==> config.mk <==
export PLATFORM = sky130hd
export DESIGN_NAME = blocking_mailbox_fifo_unit
export DESIGN_NICKNAME = d
export VERILOG_FILES = /design/src/rtl/bmf_pkg.sv /design/src/rtl/bmf_ram.sv /design/src/rtl/bmf_ctrl.sv /design/src/rtl/bmf_dp.sv /design/src/rtl/blocking_mailbox_fifo_unit.sv
export VERILOG_INCLUDE_DIRS = /design/src /design/src/rtl
export SDC_FILE = /design/constraint.sdc
export NUM_CORES = 1
export LEC_CHECK = 0
export BUFFER_PORTS_ARGS = -buffer_cell sky130_fd_sc_hd__buf_2
export CORE_AREA = 10 10 229 340
export CTS_CLUSTER_SIZE = 10
export DETAILED_ROUTE_END_ITERATION = 16
export DIE_AREA = 0 0 239 350
export PLACE_DENSITY_LB_ADDON = 0.12
export SYNTH_ARGS = -nofsm -noshare
export SYNTH_HDL_FRONTEND = slang
export SYNTH_SLANG_ARGS = --single-unit
==> constraint.sdc <==
create_clock -name i_clk -period 8.78 [get_ports i_clk]
set_input_delay 1.317 -clock i_clk [delete_from_list [all_inputs] [get_ports i_clk]]
set_output_delay 1.317 -clock i_clk [all_outputs]
set_load 0.005 [all_outputs]
==> src/rtl/assert_macros.svh <==
// Assertion helper macros for the mailbox block.
`ifndef ASSERT_MACROS_SVH
`define ASSERT_MACROS_SVH

// Clocked assertion, disabled while reset is held.
`define BMF_ASSERT(lbl, prop, msg) \
    lbl: assert property (@(posedge i_clk) disable iff (!i_rst_n) prop) else $error(msg);

// Implication checked on the same edge.
`define BMF_ASSERT_IMP(lbl, ante, cons, msg) \
    `BMF_ASSERT(lbl, (ante) |-> (cons), msg)

`endif

==> src/rtl/bmf_pkg.sv <==
// ----------------------------------------------------------------------------
// bmf_pkg
// Shared types and constants of the blocking mailbox FIFO.
// ----------------------------------------------------------------------------
`default_nettype none

package bmf_pkg;

    localparam int ITEM_DEPTH_DEF      = 16;
    localparam int WAITER_DEPTH_DEF    = 8;
    localparam int DATA_WIDTH_DEF      = 32;
    localparam int THREAD_ID_WIDTH_DEF = 8;

    localparam int BOUND_W = 5;
    localparam int APB_AW  = 3;
    localparam int APB_DW  = 32;

    // register index (paddr[2])
    localparam logic CFG_IDX_BOUND = 1'b0;

    typedef enum logic [2:0] {
        REQ_TRY_PUT  = 3'd0,
        REQ_TRY_GET  = 3'd1,
        REQ_TRY_PEEK = 3'd2,
        REQ_PUT      = 3'd3,
        REQ_GET      = 3'd4,
        REQ_PEEK     = 3'd5
    } t_req_type;

    typedef enum logic [2:0] {
        ST_DONE    = 3'd0,
        ST_FAIL    = 3'd1,
        ST_SUSP    = 3'd2,
        ST_WOKEN   = 3'd3,
        ST_REJECT  = 3'd4
    } t_status;

    typedef enum logic [2:0] {
        S_IDLE,
        S_REQ_RD,
        S_REQ,
        S_CAS_RD,
        S_CAS,
        S_FINAL
    } t_state;

    typedef struct packed {
        logic capture;
        logic eval;
        logic cas_get;
        logic cas_put;
        logic emit_final;
    } t_ctrl_cmd;

    typedef struct packed {
        logic req_cascade;
        logic req_base;
        logic get_ok;
        logic put_ok;
        logic get_peek;
        logic out_free;
    } t_dp_stat;

endpackage

`default_nettype wire

==> src/rtl/bmf_ram.sv <==
// ----------------------------------------------------------------------------
// bmf_ram
// Simple dual-port RAM, one write port, one registered read port.
// ----------------------------------------------------------------------------
`default_nettype none

module bmf_ram #(
    parameter int WIDTH = 32,
    parameter int DEPTH = 16,
    localparam int AW   = (DEPTH > 1) ? $clog2(DEPTH) : 1
) (
    input  wire logic             i_clk,
    input  wire logic             i_we,
    input  wire logic [AW-1:0]    i_waddr,
    input  wire logic [WIDTH-1:0] i_wdata,
    input  wire logic [AW-1:0]    i_raddr,
    output logic      [WIDTH-1:0] o_rdata
);

    logic [WIDTH-1:0] r_mem [DEPTH];

    always_ff @(posedge i_clk) begin
        if (i_we) begin
            r_mem[i_waddr] <= i_wdata;
        end
        o_rdata <= r_mem[i_raddr];
    end

endmodule

`default_nettype wire

==> src/rtl/bmf_ctrl.sv <==
// ----------------------------------------------------------------------------
// bmf_ctrl
// Request sequencer: evaluates a request, then runs the wakeup cascade.
// ----------------------------------------------------------------------------
`default_nettype none

module bmf_ctrl #(
    parameter int WAITER_DEPTH = bmf_pkg::WAITER_DEPTH_DEF
) (
    input  wire logic                i_clk,
    input  wire logic                i_rst_n,
    input  wire logic                i_in_valid,
    output logic                     o_in_ready,
    input  wire bmf_pkg::t_dp_stat   i_stat,
    output bmf_pkg::t_ctrl_cmd       o_cmd
);

    // cascade depth never exceeds the number of parked waiters
    localparam int DW = $clog2(2 * WAITER_DEPTH + 1);

    bmf_pkg::t_state r_state, n_state;
    logic            r_base, n_base;
    logic [DW-1:0]   r_depth, n_depth;
    logic            kind;

    always_ff @(posedge i_clk) begin
        if (!i_rst_n) begin
            r_state <= bmf_pkg::S_IDLE;
            r_base  <= 1'b0;
            r_depth <= '0;
        end else begin
            r_state <= n_state;
            r_base  <= n_base;
            r_depth <= n_depth;
        end
    end

    always_comb begin
        n_state    = r_state;
        n_base     = r_base;
        n_depth    = r_depth;
        o_in_ready = 1'b0;
        o_cmd      = '0;
        kind       = r_base ^ r_depth[0];
        unique case (r_state)
            bmf_pkg::S_IDLE: begin
                o_in_ready = 1'b1;
                if (i_in_valid) begin
                    o_cmd.capture = 1'b1;
                    n_state       = bmf_pkg::S_REQ_RD;
                end
            end
            bmf_pkg::S_REQ_RD: begin
                n_state = bmf_pkg::S_REQ;
            end
            bmf_pkg::S_REQ: begin
                o_cmd.eval = 1'b1;
                n_base     = i_stat.req_base;
                n_depth    = '0;
                n_state    = i_stat.req_cascade ? bmf_pkg::S_CAS_RD : bmf_pkg::S_FINAL;
            end
            bmf_pkg::S_CAS_RD: begin
                n_state = bmf_pkg::S_CAS;
            end
            bmf_pkg::S_CAS: begin
                priority if (!kind && i_stat.get_ok) begin
                    if (i_stat.out_free) begin
                        o_cmd.cas_get = 1'b1;
                        if (!i_stat.get_peek) begin
                            n_depth = r_depth + 1'b1;
                        end
                        n_state = bmf_pkg::S_CAS_RD;
                    end
                end else if (kind && i_stat.put_ok) begin
                    if (i_stat.out_free) begin
                        o_cmd.cas_put = 1'b1;
                        n_depth       = r_depth + 1'b1;
                        n_state       = bmf_pkg::S_CAS_RD;
                    end
                end else if (r_depth == '0) begin
                    n_state = bmf_pkg::S_FINAL;
                end else begin
                    n_depth = r_depth - 1'b1;
                end
            end
            bmf_pkg::S_FINAL: begin
                if (i_stat.out_free) begin
                    o_cmd.emit_final = 1'b1;
                    n_state          = bmf_pkg::S_IDLE;
                end
            end
            default: begin
                n_state = bmf_pkg::S_IDLE;
            end
        endcase
    end

endmodule

`default_nettype wire

==> src/rtl/bmf_dp.sv <==
// ----------------------------------------------------------------------------
// bmf_dp
// Datapath: item store, put and get waiter queues, result register.
// ----------------------------------------------------------------------------
`default_nettype none

module bmf_dp #(
    parameter int ITEM_DEPTH      = bmf_pkg::ITEM_DEPTH_DEF,
    parameter int WAITER_DEPTH    = bmf_pkg::WAITER_DEPTH_DEF,
    parameter int DATA_WIDTH      = bmf_pkg::DATA_WIDTH_DEF,
    parameter int THREAD_ID_WIDTH = bmf_pkg::THREAD_ID_WIDTH_DEF
) (
    input  wire logic                         i_clk,
    input  wire logic                         i_rst_n,
    input  wire bmf_pkg::t_ctrl_cmd           i_cmd,
    output bmf_pkg::t_dp_stat                 o_stat,
    input  wire logic [bmf_pkg::BOUND_W-1:0]  i_bound,
    input  wire logic [2:0]                   i_req_type,
    input  wire logic [THREAD_ID_WIDTH-1:0]   i_thread_id,
    input  wire logic [DATA_WIDTH-1:0]        i_item_data,
    input  wire logic                         i_out_ready,
    output logic                              o_out_valid,
    output logic [2:0]                        o_status,
    output logic [THREAD_ID_WIDTH-1:0]        o_target_thread,
    output logic [DATA_WIDTH-1:0]             o_out_data,
    output logic                              o_data_valid,
    output logic                              o_last
);

    localparam int IA = $clog2(ITEM_DEPTH);
    localparam int IC = $clog2(ITEM_DEPTH + 1);
    localparam int IS = IA + 2;
    localparam int CW = (IC > bmf_pkg::BOUND_W) ? IC : bmf_pkg::BOUND_W;
    localparam int WA = (WAITER_DEPTH > 1) ? $clog2(WAITER_DEPTH) : 1;
    localparam int WC = $clog2(WAITER_DEPTH + 1);
    localparam int WS = WA + 2;
    localparam int T  = THREAD_ID_WIDTH;
    localparam int D  = DATA_WIDTH;

    // request registers
    logic [2:0]   r_kind;
    logic [T-1:0] r_thr;
    logic [D-1:0] r_data;

    // queue pointers
    logic [IA-1:0] r_ihead, n_ihead;
    logic [IC-1:0] r_icount, n_icount;
    logic [WA-1:0] r_phead, n_phead, r_ghead, n_ghead;
    logic [WC-1:0] r_pcount, n_pcount, r_gcount, n_gcount;

    // final status of the request
    bmf_pkg::t_status r_fin_st, n_fin_st;
    logic [D-1:0]     r_fin_data, n_fin_data;
    logic             r_fin_dv, n_fin_dv;

    // result register
    logic             r_ovalid;
    logic [2:0]       r_ost;
    logic [T-1:0]     r_othr;
    logic [D-1:0]     r_odata;
    logic             r_odv, r_olast;

    logic [D-1:0]   item_rdata, item_wdata;
    logic [T+D-1:0] pw_rdata;
    logic [T:0]     gw_rdata;
    logic           item_we, ipush, ipop, ppush, ppop, gpush, gpop;
    logic           full, pfull, gfull;
    logic [IS-1:0]  itail_sum;
    logic [IA-1:0]  itail;
    logic [WS-1:0]  ptail_sum, gtail_sum;
    logic [WA-1:0]  ptail, gtail;

    assign full  = (CW'(r_icount) >= CW'(ITEM_DEPTH))
                || ((i_bound != '0) && (CW'(r_icount) >= CW'(i_bound)));
    assign pfull = (r_pcount == WC'(WAITER_DEPTH));
    assign gfull = (r_gcount == WC'(WAITER_DEPTH));

    always_comb begin
        itail_sum = IS'(r_ihead) + IS'(r_icount);
        if (itail_sum >= IS'(ITEM_DEPTH)) begin
            itail_sum = itail_sum - IS'(ITEM_DEPTH);
        end
        itail = itail_sum[IA-1:0];
        ptail_sum = WS'(r_phead) + WS'(r_pcount);
        if (ptail_sum >= WS'(WAITER_DEPTH)) begin
            ptail_sum = ptail_sum - WS'(WAITER_DEPTH);
        end
        ptail = ptail_sum[WA-1:0];
        gtail_sum = WS'(r_ghead) + WS'(r_gcount);
        if (gtail_sum >= WS'(WAITER_DEPTH)) begin
            gtail_sum = gtail_sum - WS'(WAITER_DEPTH);
        end
        gtail = gtail_sum[WA-1:0];
    end

    bmf_ram #(.WIDTH(D), .DEPTH(ITEM_DEPTH)) u_item_ram (
        .i_clk   (i_clk),
        .i_we    (item_we),
        .i_waddr (itail),
        .i_wdata (item_wdata),
        .i_raddr (r_ihead),
        .o_rdata (item_rdata)
    );

    bmf_ram #(.WIDTH(T + D), .DEPTH(WAITER_DEPTH)) u_put_ram (
        .i_clk   (i_clk),
        .i_we    (ppush),
        .i_waddr (ptail),
        .i_wdata ({r_data, r_thr}),
        .i_raddr (r_phead),
        .o_rdata (pw_rdata)
    );

    bmf_ram #(.WIDTH(T + 1), .DEPTH(WAITER_DEPTH)) u_get_ram (
        .i_clk   (i_clk),
        .i_we    (gpush),
        .i_waddr (gtail),
        .i_wdata ({r_thr, (r_kind == bmf_pkg::REQ_PEEK)}),
        .i_raddr (r_ghead),
        .o_rdata (gw_rdata)
    );

    // request evaluation and cascade actions
    always_comb begin
        item_we    = 1'b0;
        item_wdata = r_data;
        ipush      = 1'b0;
        ipop       = 1'b0;
        ppush      = 1'b0;
        ppop       = 1'b0;
        gpush      = 1'b0;
        gpop       = 1'b0;
        n_fin_st   = r_fin_st;
        n_fin_data = r_fin_data;
        n_fin_dv   = r_fin_dv;
        o_stat     = '0;
        if (i_cmd.eval) begin
            n_fin_st   = bmf_pkg::ST_FAIL;
            n_fin_data = '0;
            n_fin_dv   = 1'b0;
            unique case (r_kind)
                bmf_pkg::REQ_TRY_PUT, bmf_pkg::REQ_PUT: begin
                    priority if (!full) begin
                        item_we            = 1'b1;
                        ipush              = 1'b1;
                        n_fin_st           = bmf_pkg::ST_DONE;
                        o_stat.req_cascade = 1'b1;
                    end else if (r_kind == bmf_pkg::REQ_TRY_PUT) begin
                        n_fin_st = bmf_pkg::ST_FAIL;
                    end else if (pfull) begin
                        n_fin_st = bmf_pkg::ST_REJECT;
                    end else begin
                        ppush    = 1'b1;
                        n_fin_st = bmf_pkg::ST_SUSP;
                    end
                end
                bmf_pkg::REQ_TRY_GET, bmf_pkg::REQ_TRY_PEEK,
                bmf_pkg::REQ_GET, bmf_pkg::REQ_PEEK: begin
                    priority if (r_icount != '0) begin
                        n_fin_st   = bmf_pkg::ST_DONE;
                        n_fin_data = item_rdata;
                        n_fin_dv   = 1'b1;
                        if (r_kind == bmf_pkg::REQ_TRY_GET || r_kind == bmf_pkg::REQ_GET) begin
                            ipop               = 1'b1;
                            o_stat.req_cascade = 1'b1;
                            o_stat.req_base    = 1'b1;
                        end
                    end else if (r_kind == bmf_pkg::REQ_TRY_GET
                              || r_kind == bmf_pkg::REQ_TRY_PEEK) begin
                        n_fin_st = bmf_pkg::ST_FAIL;
                    end else if (gfull) begin
                        n_fin_st = bmf_pkg::ST_REJECT;
                    end else begin
                        gpush    = 1'b1;
                        n_fin_st = bmf_pkg::ST_SUSP;
                    end
                end
                default: begin
                    n_fin_st = bmf_pkg::ST_FAIL;
                end
            endcase
        end
        if (i_cmd.cas_get) begin
            gpop = 1'b1;
            ipop = !gw_rdata[0];
        end
        if (i_cmd.cas_put) begin
            ppop       = 1'b1;
            item_we    = 1'b1;
            ipush      = 1'b1;
            item_wdata = pw_rdata[T+:D];
        end
        o_stat.get_ok   = (r_gcount != '0) && (r_icount != '0);
        o_stat.put_ok   = (r_pcount != '0) && !full;
        o_stat.get_peek = gw_rdata[0];
        o_stat.out_free = !r_ovalid || i_out_ready;
    end

    always_comb begin
        n_ihead  = r_ihead;
        n_phead  = r_phead;
        n_ghead  = r_ghead;
        n_icount = r_icount;
        n_pcount = r_pcount;
        n_gcount = r_gcount;
        if (ipop) begin
            n_ihead  = (r_ihead == IA'(ITEM_DEPTH - 1)) ? '0 : r_ihead + 1'b1;
            n_icount = r_icount - 1'b1;
        end
        if (ipush) begin
            n_icount = r_icount + 1'b1;
        end
        if (ppop) begin
            n_phead  = (r_phead == WA'(WAITER_DEPTH - 1)) ? '0 : r_phead + 1'b1;
            n_pcount = r_pcount - 1'b1;
        end
        if (ppush) begin
            n_pcount = r_pcount + 1'b1;
        end
        if (gpop) begin
            n_ghead  = (r_ghead == WA'(WAITER_DEPTH - 1)) ? '0 : r_ghead + 1'b1;
            n_gcount = r_gcount - 1'b1;
        end
        if (gpush) begin
            n_gcount = r_gcount + 1'b1;
        end
    end

    always_ff @(posedge i_clk) begin
        if (!i_rst_n) begin
            r_ihead  <= '0;
            r_icount <= '0;
            r_phead  <= '0;
            r_pcount <= '0;
            r_ghead  <= '0;
            r_gcount <= '0;
            r_ovalid <= 1'b0;
        end else begin
            r_ihead  <= n_ihead;
            r_icount <= n_icount;
            r_phead  <= n_phead;
            r_pcount <= n_pcount;
            r_ghead  <= n_ghead;
            r_gcount <= n_gcount;
            if (i_cmd.cas_get || i_cmd.cas_put || i_cmd.emit_final) begin
                r_ovalid <= 1'b1;
            end else if (i_out_ready) begin
                r_ovalid <= 1'b0;
            end
        end
    end

    // payload registers
    always_ff @(posedge i_clk) begin
        r_fin_st   <= n_fin_st;
        r_fin_data <= n_fin_data;
        r_fin_dv   <= n_fin_dv;
        if (i_cmd.capture) begin
            r_kind <= i_req_type;
            r_thr  <= i_thread_id;
            r_data <= i_item_data;
        end
        priority if (i_cmd.cas_get) begin
            r_ost   <= bmf_pkg::ST_WOKEN;
            r_othr  <= gw_rdata[T:1];
            r_odata <= item_rdata;
            r_odv   <= 1'b1;
            r_olast <= 1'b0;
        end else if (i_cmd.cas_put) begin
            r_ost   <= bmf_pkg::ST_WOKEN;
            r_othr  <= pw_rdata[T-1:0];
            r_odata <= '0;
            r_odv   <= 1'b0;
            r_olast <= 1'b0;
        end else if (i_cmd.emit_final) begin
            r_ost   <= r_fin_st;
            r_othr  <= r_thr;
            r_odata <= r_fin_data;
            r_odv   <= r_fin_dv;
            r_olast <= 1'b1;
        end
    end

    assign o_out_valid     = r_ovalid;
    assign o_status        = r_ost;
    assign o_target_thread = r_othr;
    assign o_out_data      = r_odata;
    assign o_data_valid    = r_odv;
    assign o_last          = r_olast;

endmodule

`default_nettype wire

==> src/rtl/blocking_mailbox_fifo_unit.sv <==
// ----------------------------------------------------------------------------
// blocking_mailbox_fifo_unit
// Bounded mailbox with blocking put/get/peek between threads.
// ----------------------------------------------------------------------------
// Usage:
//  - Requests arrive on the slave stream: tuser = req_type, tdata = thread id
//    (low bits) then the put data word. One request is in work at a time;
//    tready is high only while the sequencer is idle.
//  - Results leave on the master stream: tuser = status then data_valid,
//    tdata = target thread then delivered item, tlast on the requester's own
//    result, which always comes after every wakeup it caused.
//  - Sequencing: a transfer is captured in S_IDLE and the request is evaluated
//    in S_REQ after S_REQ_RD (item and waiter RAM reads are registered); each
//    wakeup runs S_CAS_RD then S_CAS, each fallback step of the cascade stays
//    in S_CAS, and S_FINAL loads the final result. A request that starts no
//    cascade (fail, suspend, reject, peek, unknown kind) goes from S_REQ to
//    S_FINAL; a put or get that completes runs the cascade check first.
//  - A stalled receiver holds the one-deep result register and the cascade
//    waits on it; a new request can still be taken while the last result of
//    the previous one waits.
//  - Reset clears all counts and pointers and the bound register (bound 0:
//    only the store depth limits). Store contents need no clearing.
//  - mailbox_bound is written through the APB port at address 0.
// ----------------------------------------------------------------------------
`default_nettype none
`include "assert_macros.svh"

module blocking_mailbox_fifo_unit #(
    parameter int ITEM_DEPTH      = bmf_pkg::ITEM_DEPTH_DEF,
    parameter int WAITER_DEPTH    = bmf_pkg::WAITER_DEPTH_DEF,
    parameter int DATA_WIDTH      = bmf_pkg::DATA_WIDTH_DEF,
    parameter int THREAD_ID_WIDTH = bmf_pkg::THREAD_ID_WIDTH_DEF,
    localparam int TD_W = ((THREAD_ID_WIDTH + DATA_WIDTH + 7) / 8) * 8
) (
    input  wire logic                         i_clk,
    input  wire logic                         i_rst_n,
    // request stream
    input  wire logic                         i_s_axis_tvalid,
    output logic                              o_s_axis_tready,
    input  wire logic [TD_W-1:0]              i_s_axis_tdata,  // thread_id, item_data
    input  wire logic [2:0]                   i_s_axis_tuser,  // req_type
    // result stream
    output logic                              o_m_axis_tvalid,
    input  wire logic                         i_m_axis_tready,
    output logic [TD_W-1:0]                   o_m_axis_tdata,  // target_thread, out_data
    output logic [3:0]                        o_m_axis_tuser,  // status, data_valid
    output logic                              o_m_axis_tlast,
    // configuration
    input  wire logic                         psel,
    input  wire logic                         penable,
    input  wire logic                         pwrite,
    input  wire logic [bmf_pkg::APB_AW-1:0]   paddr,
    input  wire logic [bmf_pkg::APB_DW-1:0]   pwdata,
    output logic [bmf_pkg::APB_DW-1:0]        prdata,
    output logic                              pready
);

    localparam int T = THREAD_ID_WIDTH;
    localparam int D = DATA_WIDTH;

    logic [bmf_pkg::BOUND_W-1:0] r_bound;
    bmf_pkg::t_ctrl_cmd          cmd;
    bmf_pkg::t_dp_stat           stat;
    logic [2:0]                  res_status;
    logic [T-1:0]                res_thr;
    logic [D-1:0]                res_data;
    logic                        res_dv;
    logic                        cfg_wr;
    logic                        req_xfer;

    // APB register file: only the bound register
    assign pready = 1'b1;
    assign cfg_wr = psel && penable && pwrite && pready;

    always_ff @(posedge i_clk) begin
        if (!i_rst_n) begin
            r_bound <= '0;
        end else if (cfg_wr && paddr[2] == bmf_pkg::CFG_IDX_BOUND) begin
            r_bound <= pwdata[bmf_pkg::BOUND_W-1:0];
        end
    end

    assign prdata = (paddr[2] == bmf_pkg::CFG_IDX_BOUND)
                  ? bmf_pkg::APB_DW'(r_bound) : '0;

    bmf_ctrl #(.WAITER_DEPTH(WAITER_DEPTH)) u_ctrl (
        .i_clk      (i_clk),
        .i_rst_n    (i_rst_n),
        .i_in_valid (i_s_axis_tvalid),
        .o_in_ready (o_s_axis_tready),
        .i_stat     (stat),
        .o_cmd      (cmd)
    );

    bmf_dp #(
        .ITEM_DEPTH      (ITEM_DEPTH),
        .WAITER_DEPTH    (WAITER_DEPTH),
        .DATA_WIDTH      (DATA_WIDTH),
        .THREAD_ID_WIDTH (THREAD_ID_WIDTH)
    ) u_dp (
        .i_clk           (i_clk),
        .i_rst_n         (i_rst_n),
        .i_cmd           (cmd),
        .o_stat          (stat),
        .i_bound         (r_bound),
        .i_req_type      (i_s_axis_tuser),
        .i_thread_id     (i_s_axis_tdata[T-1:0]),
        .i_item_data     (i_s_axis_tdata[T+:D]),
        .i_out_ready     (i_m_axis_tready),
        .o_out_valid     (o_m_axis_tvalid),
        .o_status        (res_status),
        .o_target_thread (res_thr),
        .o_out_data      (res_data),
        .o_data_valid    (res_dv),
        .o_last          (o_m_axis_tlast)
    );

    assign o_m_axis_tdata = TD_W'({res_data, res_thr});
    assign o_m_axis_tuser = {res_dv, res_status};

    assign req_xfer = i_s_axis_tvalid && o_s_axis_tready;

    // a transfer in always makes the sequencer busy on the next cycle
    `BMF_ASSERT(a_busy_after_req, req_xfer |=> !o_s_axis_tready, "ready after request transfer")
    // at most one result loaded per cycle
    `BMF_ASSERT(a_one_emit, ($onehot0({cmd.cas_get, cmd.cas_put, cmd.emit_final})), "two results in one cycle")
    // a result is only loaded into a free output register
    `BMF_ASSERT_IMP(a_emit_free, (cmd.cas_get || cmd.cas_put || cmd.emit_final), stat.out_free, "result overwritten")

endmodule

`default_nettype wire
==> flow_metrics.env <==
export IMPL_timing_fmax_mhz=224.3
export IMPL_power_leakage_nw=15.90
export IMPL_finalSetupTns_ns=0
export IMPL_dr_wl_met2_mm=47.81
export IMPL_outcome="finished clean"
export IMPL_fin_skew_ns=0.01605
export IMPL_wl_per_cell_um=26.82
export IMPL_rsz0062_at_grt="no"
export IMPL_power_density_mw_per_mm2=232.2
export IMPL_ys_warn_count=0
export IMPL_critical_path_required_ns=9.13
export IMPL_holdWs_ns=0.4790
export IMPL_ios=165
export IMPL_dieArea_mm2=0.08365
export IMPL_dp_cells=3079
export IMPL_critPathMaxStageDelay_ns=0.62
export IMPL_synth_seq_cells=1147
export IMPL_synth_top_family_by_area="multiplexers"
export IMPL_synthXorXnorAreaFrac_pct=0.5051
export IMPL_port_buffers=107
export IMPL_nets=2407
export IMPL_rows=121
export IMPL_ys_async_sr_fraction_pct=0
export IMPL_core_area_mm2=0.07191
export IMPL_final_max_slew_viol_count=0
export IMPL_ff_latch_area_mm2=0.03322
export IMPL_ir_drop_mv=0.2204
export IMPL_antenna_found_initial=2
export IMPL_dp_hpwl_mm=48.07
export IMPL_path_buf_inv=4
export IMPL_path_max_fanout=46
export IMPL_hold_violations=0
export IMPL_yosysUniqueCellTypes=57
export IMPL_synth_fa_ha_area_share_pct=0.9986
export IMPL_seq_area_frac_synth_pct=76.59
export IMPL_yosysTopAreaCell="edfxtp_1"
export IMPL_max_slew_worst_pin_slew_ns=1.140
export IMPL_cap_violations=0
export IMPL_first_global_vias=21700
export IMPL_worst_setup_path_start_kind="flip-flop"
export IMPL_nFillCells=4468
export IMPL_fin_cells=3308
export IMPL_grt_ovfl_total=0
export IMPL_die_h_um=350
export IMPL_drive_above_1_share_pct=27.16
export IMPL_total_power_mw=11.36
export IMPL_synth_compound_area_share_pct=1.862
export IMPL_cts_buffers=132
export IMPL_path_clk_slew_ns=0.06
export IMPL_first_pass_iters=5
export IMPL_h_tree_depth=4
export IMPL_synth_top_area_share_pct=70.86
export IMPL_synth_edf_count=1023
export IMPL_yosys_most_used_dff="edfxtp_1"
export IMPL_clkLatencyLatePin_ns=0.71
export IMPL_netlist_area_mm2=0.04335
export IMPL_fin_area_mm2=0.04890
export IMPL_final_common_cell="edfxtp_1"
export IMPL_fp_dieW_um=239
export IMPL_synth_simple_area_share_pct=3.461
export IMPL_clockBufferDepth=3
export IMPL_wl_met1_mm=34.56
export IMPL_syn_inst=2109
export IMPL_cp_depth=11
export IMPL_cts_hold_fix_buffers=0
export IMPL_period_minus_slack_ns=4.459
export IMPL_gp_congestion=0.7846
export IMPL_top_layer="met4"
export IMPL_worst_path_most_repeated_cell="buf_4"
export IMPL_path_cells="inv_1 -> ha_1 -> a211oi_1 -> o211ai_1 -> a211oi_4 -> buf_4 -> a31oi_1 -> buf_4 -> or3_1 -> nor2_4 -> buf_4"
export IMPL_start_util_pct=60.28
export IMPL_dr_first_iter_drc_count=1834
export IMPL_num_vias=20330
export IMPL_critical_path_class="reg -> reg"
export IMPL_synthTopCellsByArea="edfxtp_1 (71%), mux4_2 (13%), dfxtp_1 (5.7%), nand2_1 (1.3%), mux2_2 (1.3%)"
export IMPL_worstPathArrival_ns=4.81
export IMPL_cp_slowest_cell="buf_4"
export IMPL_multi_input_area_mm2=0.009792
export IMPL_viasPerCell=6.146
export IMPL_met3_length_mm=4.290
export IMPL_finalSetupViolCount=0
export IMPL_grt_first_pass_wirelength_mm=135.3
export IMPL_postCtsSetupRepairBufs=0
export IMPL_max_slew_margin_pct=23.90
export IMPL_grt_usage_pct=21.98
export IMPL_ant_nets=0
export IMPL_ctsResizeCount=0
export IMPL_avgSynthCellArea_um2=20.56
export IMPL_whs_path_depth=2
export IMPL_worstRegToRegCells=11
export IMPL_cts_tree="done"
export IMPL_grt_max_degree=66
export IMPL_post_route_period_util_pct=50.78
export IMPL_area_growth_pct=12.80
export IMPL_final_cell_mix="edfxtp_1 (1023), mux4_2 (258), nand2_1 (152), clkbuf_16 (138), dfxtp_1 (117)"
export IMPL_hp_class="reg -> reg"
export IMPL_antenna_cells=0
export IMPL_muxShareOfSynthArea_pct=15.05
export IMPL_dpl_cell_area_mm2=0.04507
export IMPL_root_buffer="clkbuf_16"
export IMPL_crit_path_end_kind="flip-flop"
export IMPL_drt_total_wl_mm=88.71
export IMPL_crit_family="buffers and inverters"
export IMPL_cts_sinks=1147
export IMPL_drc=0
==> layer usage <==
| layer | vias up | track usage [%] |
|---|---|---|
| li1 | 8799 | - |
| met1 | 10810 | 27.31 |
| met2 | 578 | 38.75 |
| met3 | 144 | 3.905 |
| met4 | 0 | 6.993 |
| met5 | - | 0 |
==> sequential cells by signal (all words and copies together), names as in the netlist, 3 cells and up <==
| signal | cells |
|---|---|
| u_dp.u_item_ram.r_mem | 512 |
| u_dp.u_put_ram.r_mem | 320 |
| u_dp.u_get_ram.r_mem | 72 |
| u_dp.u_put_ram.o_rdata | 40 |
| u_dp.o_out_data | 32 |
| u_dp.r_data | 32 |
| u_dp.r_fin_data | 32 |
| u_dp.u_item_ram.o_rdata | 32 |
| u_dp.u_get_ram.o_rdata | 9 |
| u_dp.o_target_thread | 8 |
| u_dp.r_thr | 8 |
| r_bound | 5 |
| u_ctrl.r_depth | 5 |
| u_dp.r_icount | 5 |
| u_dp.r_gcount | 4 |
| u_dp.r_ihead | 4 |
| u_dp.r_pcount | 4 |
| u_ctrl.r_state | 3 |
| u_dp.o_status | 3 |
| u_dp.r_fin_st | 3 |
| u_dp.r_ghead | 3 |
| u_dp.r_kind | 3 |
| u_dp.r_phead | 3 |
==> layout make-up <==
cell class / count / share of cell area (%)
Clock buffer: 226 / 7.758
Tap cell: 922 / 2.359
Timing Repair Buffer: 149 / 1.740
Sequential cell: 1147 / 67.94
Inverter: 14 / 0.1075
Clock inverter: 3 / 0.06909
Multi-Input combinational cell: 847 / 20.02
==> logic make-up after synthesis <==
| kind of cell | after synthesis |
|---|---|
| mux | 323 |
| compound gates | 109 |
| other cells | 2 |
| buf+inv | 141 |
| xor+xnor | 25 |
| simple gates | 331 |
| fa+ha+maj | 31 |
| flops | 1147 |
==> cells in the mapped netlist (all sizes together) (19+ instances only) <==
| master | n |
|---|---|
| clkbuf | 65 |
| ha | 25 |
| mux2 | 50 |
| and2 | 37 |
| dfxtp | 124 |
| xnor2 | 19 |
| a21oi | 20 |
| nor2 | 77 |
| a22o | 33 |
| buf | 62 |
| edfxtp | 1023 |
| nand2 | 154 |
| mux4 | 258 |
==> stage by stage <==
step	util (%)	worst slack (ns)
after detailed placement	62.68	3.781
after global routing	68.00	4.095
after floorplan	-	2.386
after global placement	62.68	3.901
final	68.00	4.321
after CTS	68.00	4.268
==> tightest hold or removal path: stages, from the launching register on <==
cell and delay [ns]:
dfxtp_1 0.32, nand2_1 0.06, a21oi_1 0.06
==> power breakdown <==
group          switching [mW]  total [mW]  leakage (nW)  internal, mW
combinational           0.205       0.290          3.80        0.0852
clock                    1.98        4.89          1.83          2.91
sequential             0.0821        6.17          10.3          6.09
total                    2.27        11.4          15.9          9.09
==> path summary, 6_finish.rpt <==
check                                   start                           end  slack [ns]
worst max-delay path               r_bound[2]  u_dp.u_item_ram.r_mem[8][25]        4.32
worst min register to register  u_ctrl.r_base                 u_ctrl.r_base        0.48
worst min-delay path            u_ctrl.r_base                 u_ctrl.r_base        0.48
worst max register to register     r_bound[2]  u_dp.u_item_ram.r_mem[8][25]        4.32
No activity file was read; power rests on OpenSTA's default activity.
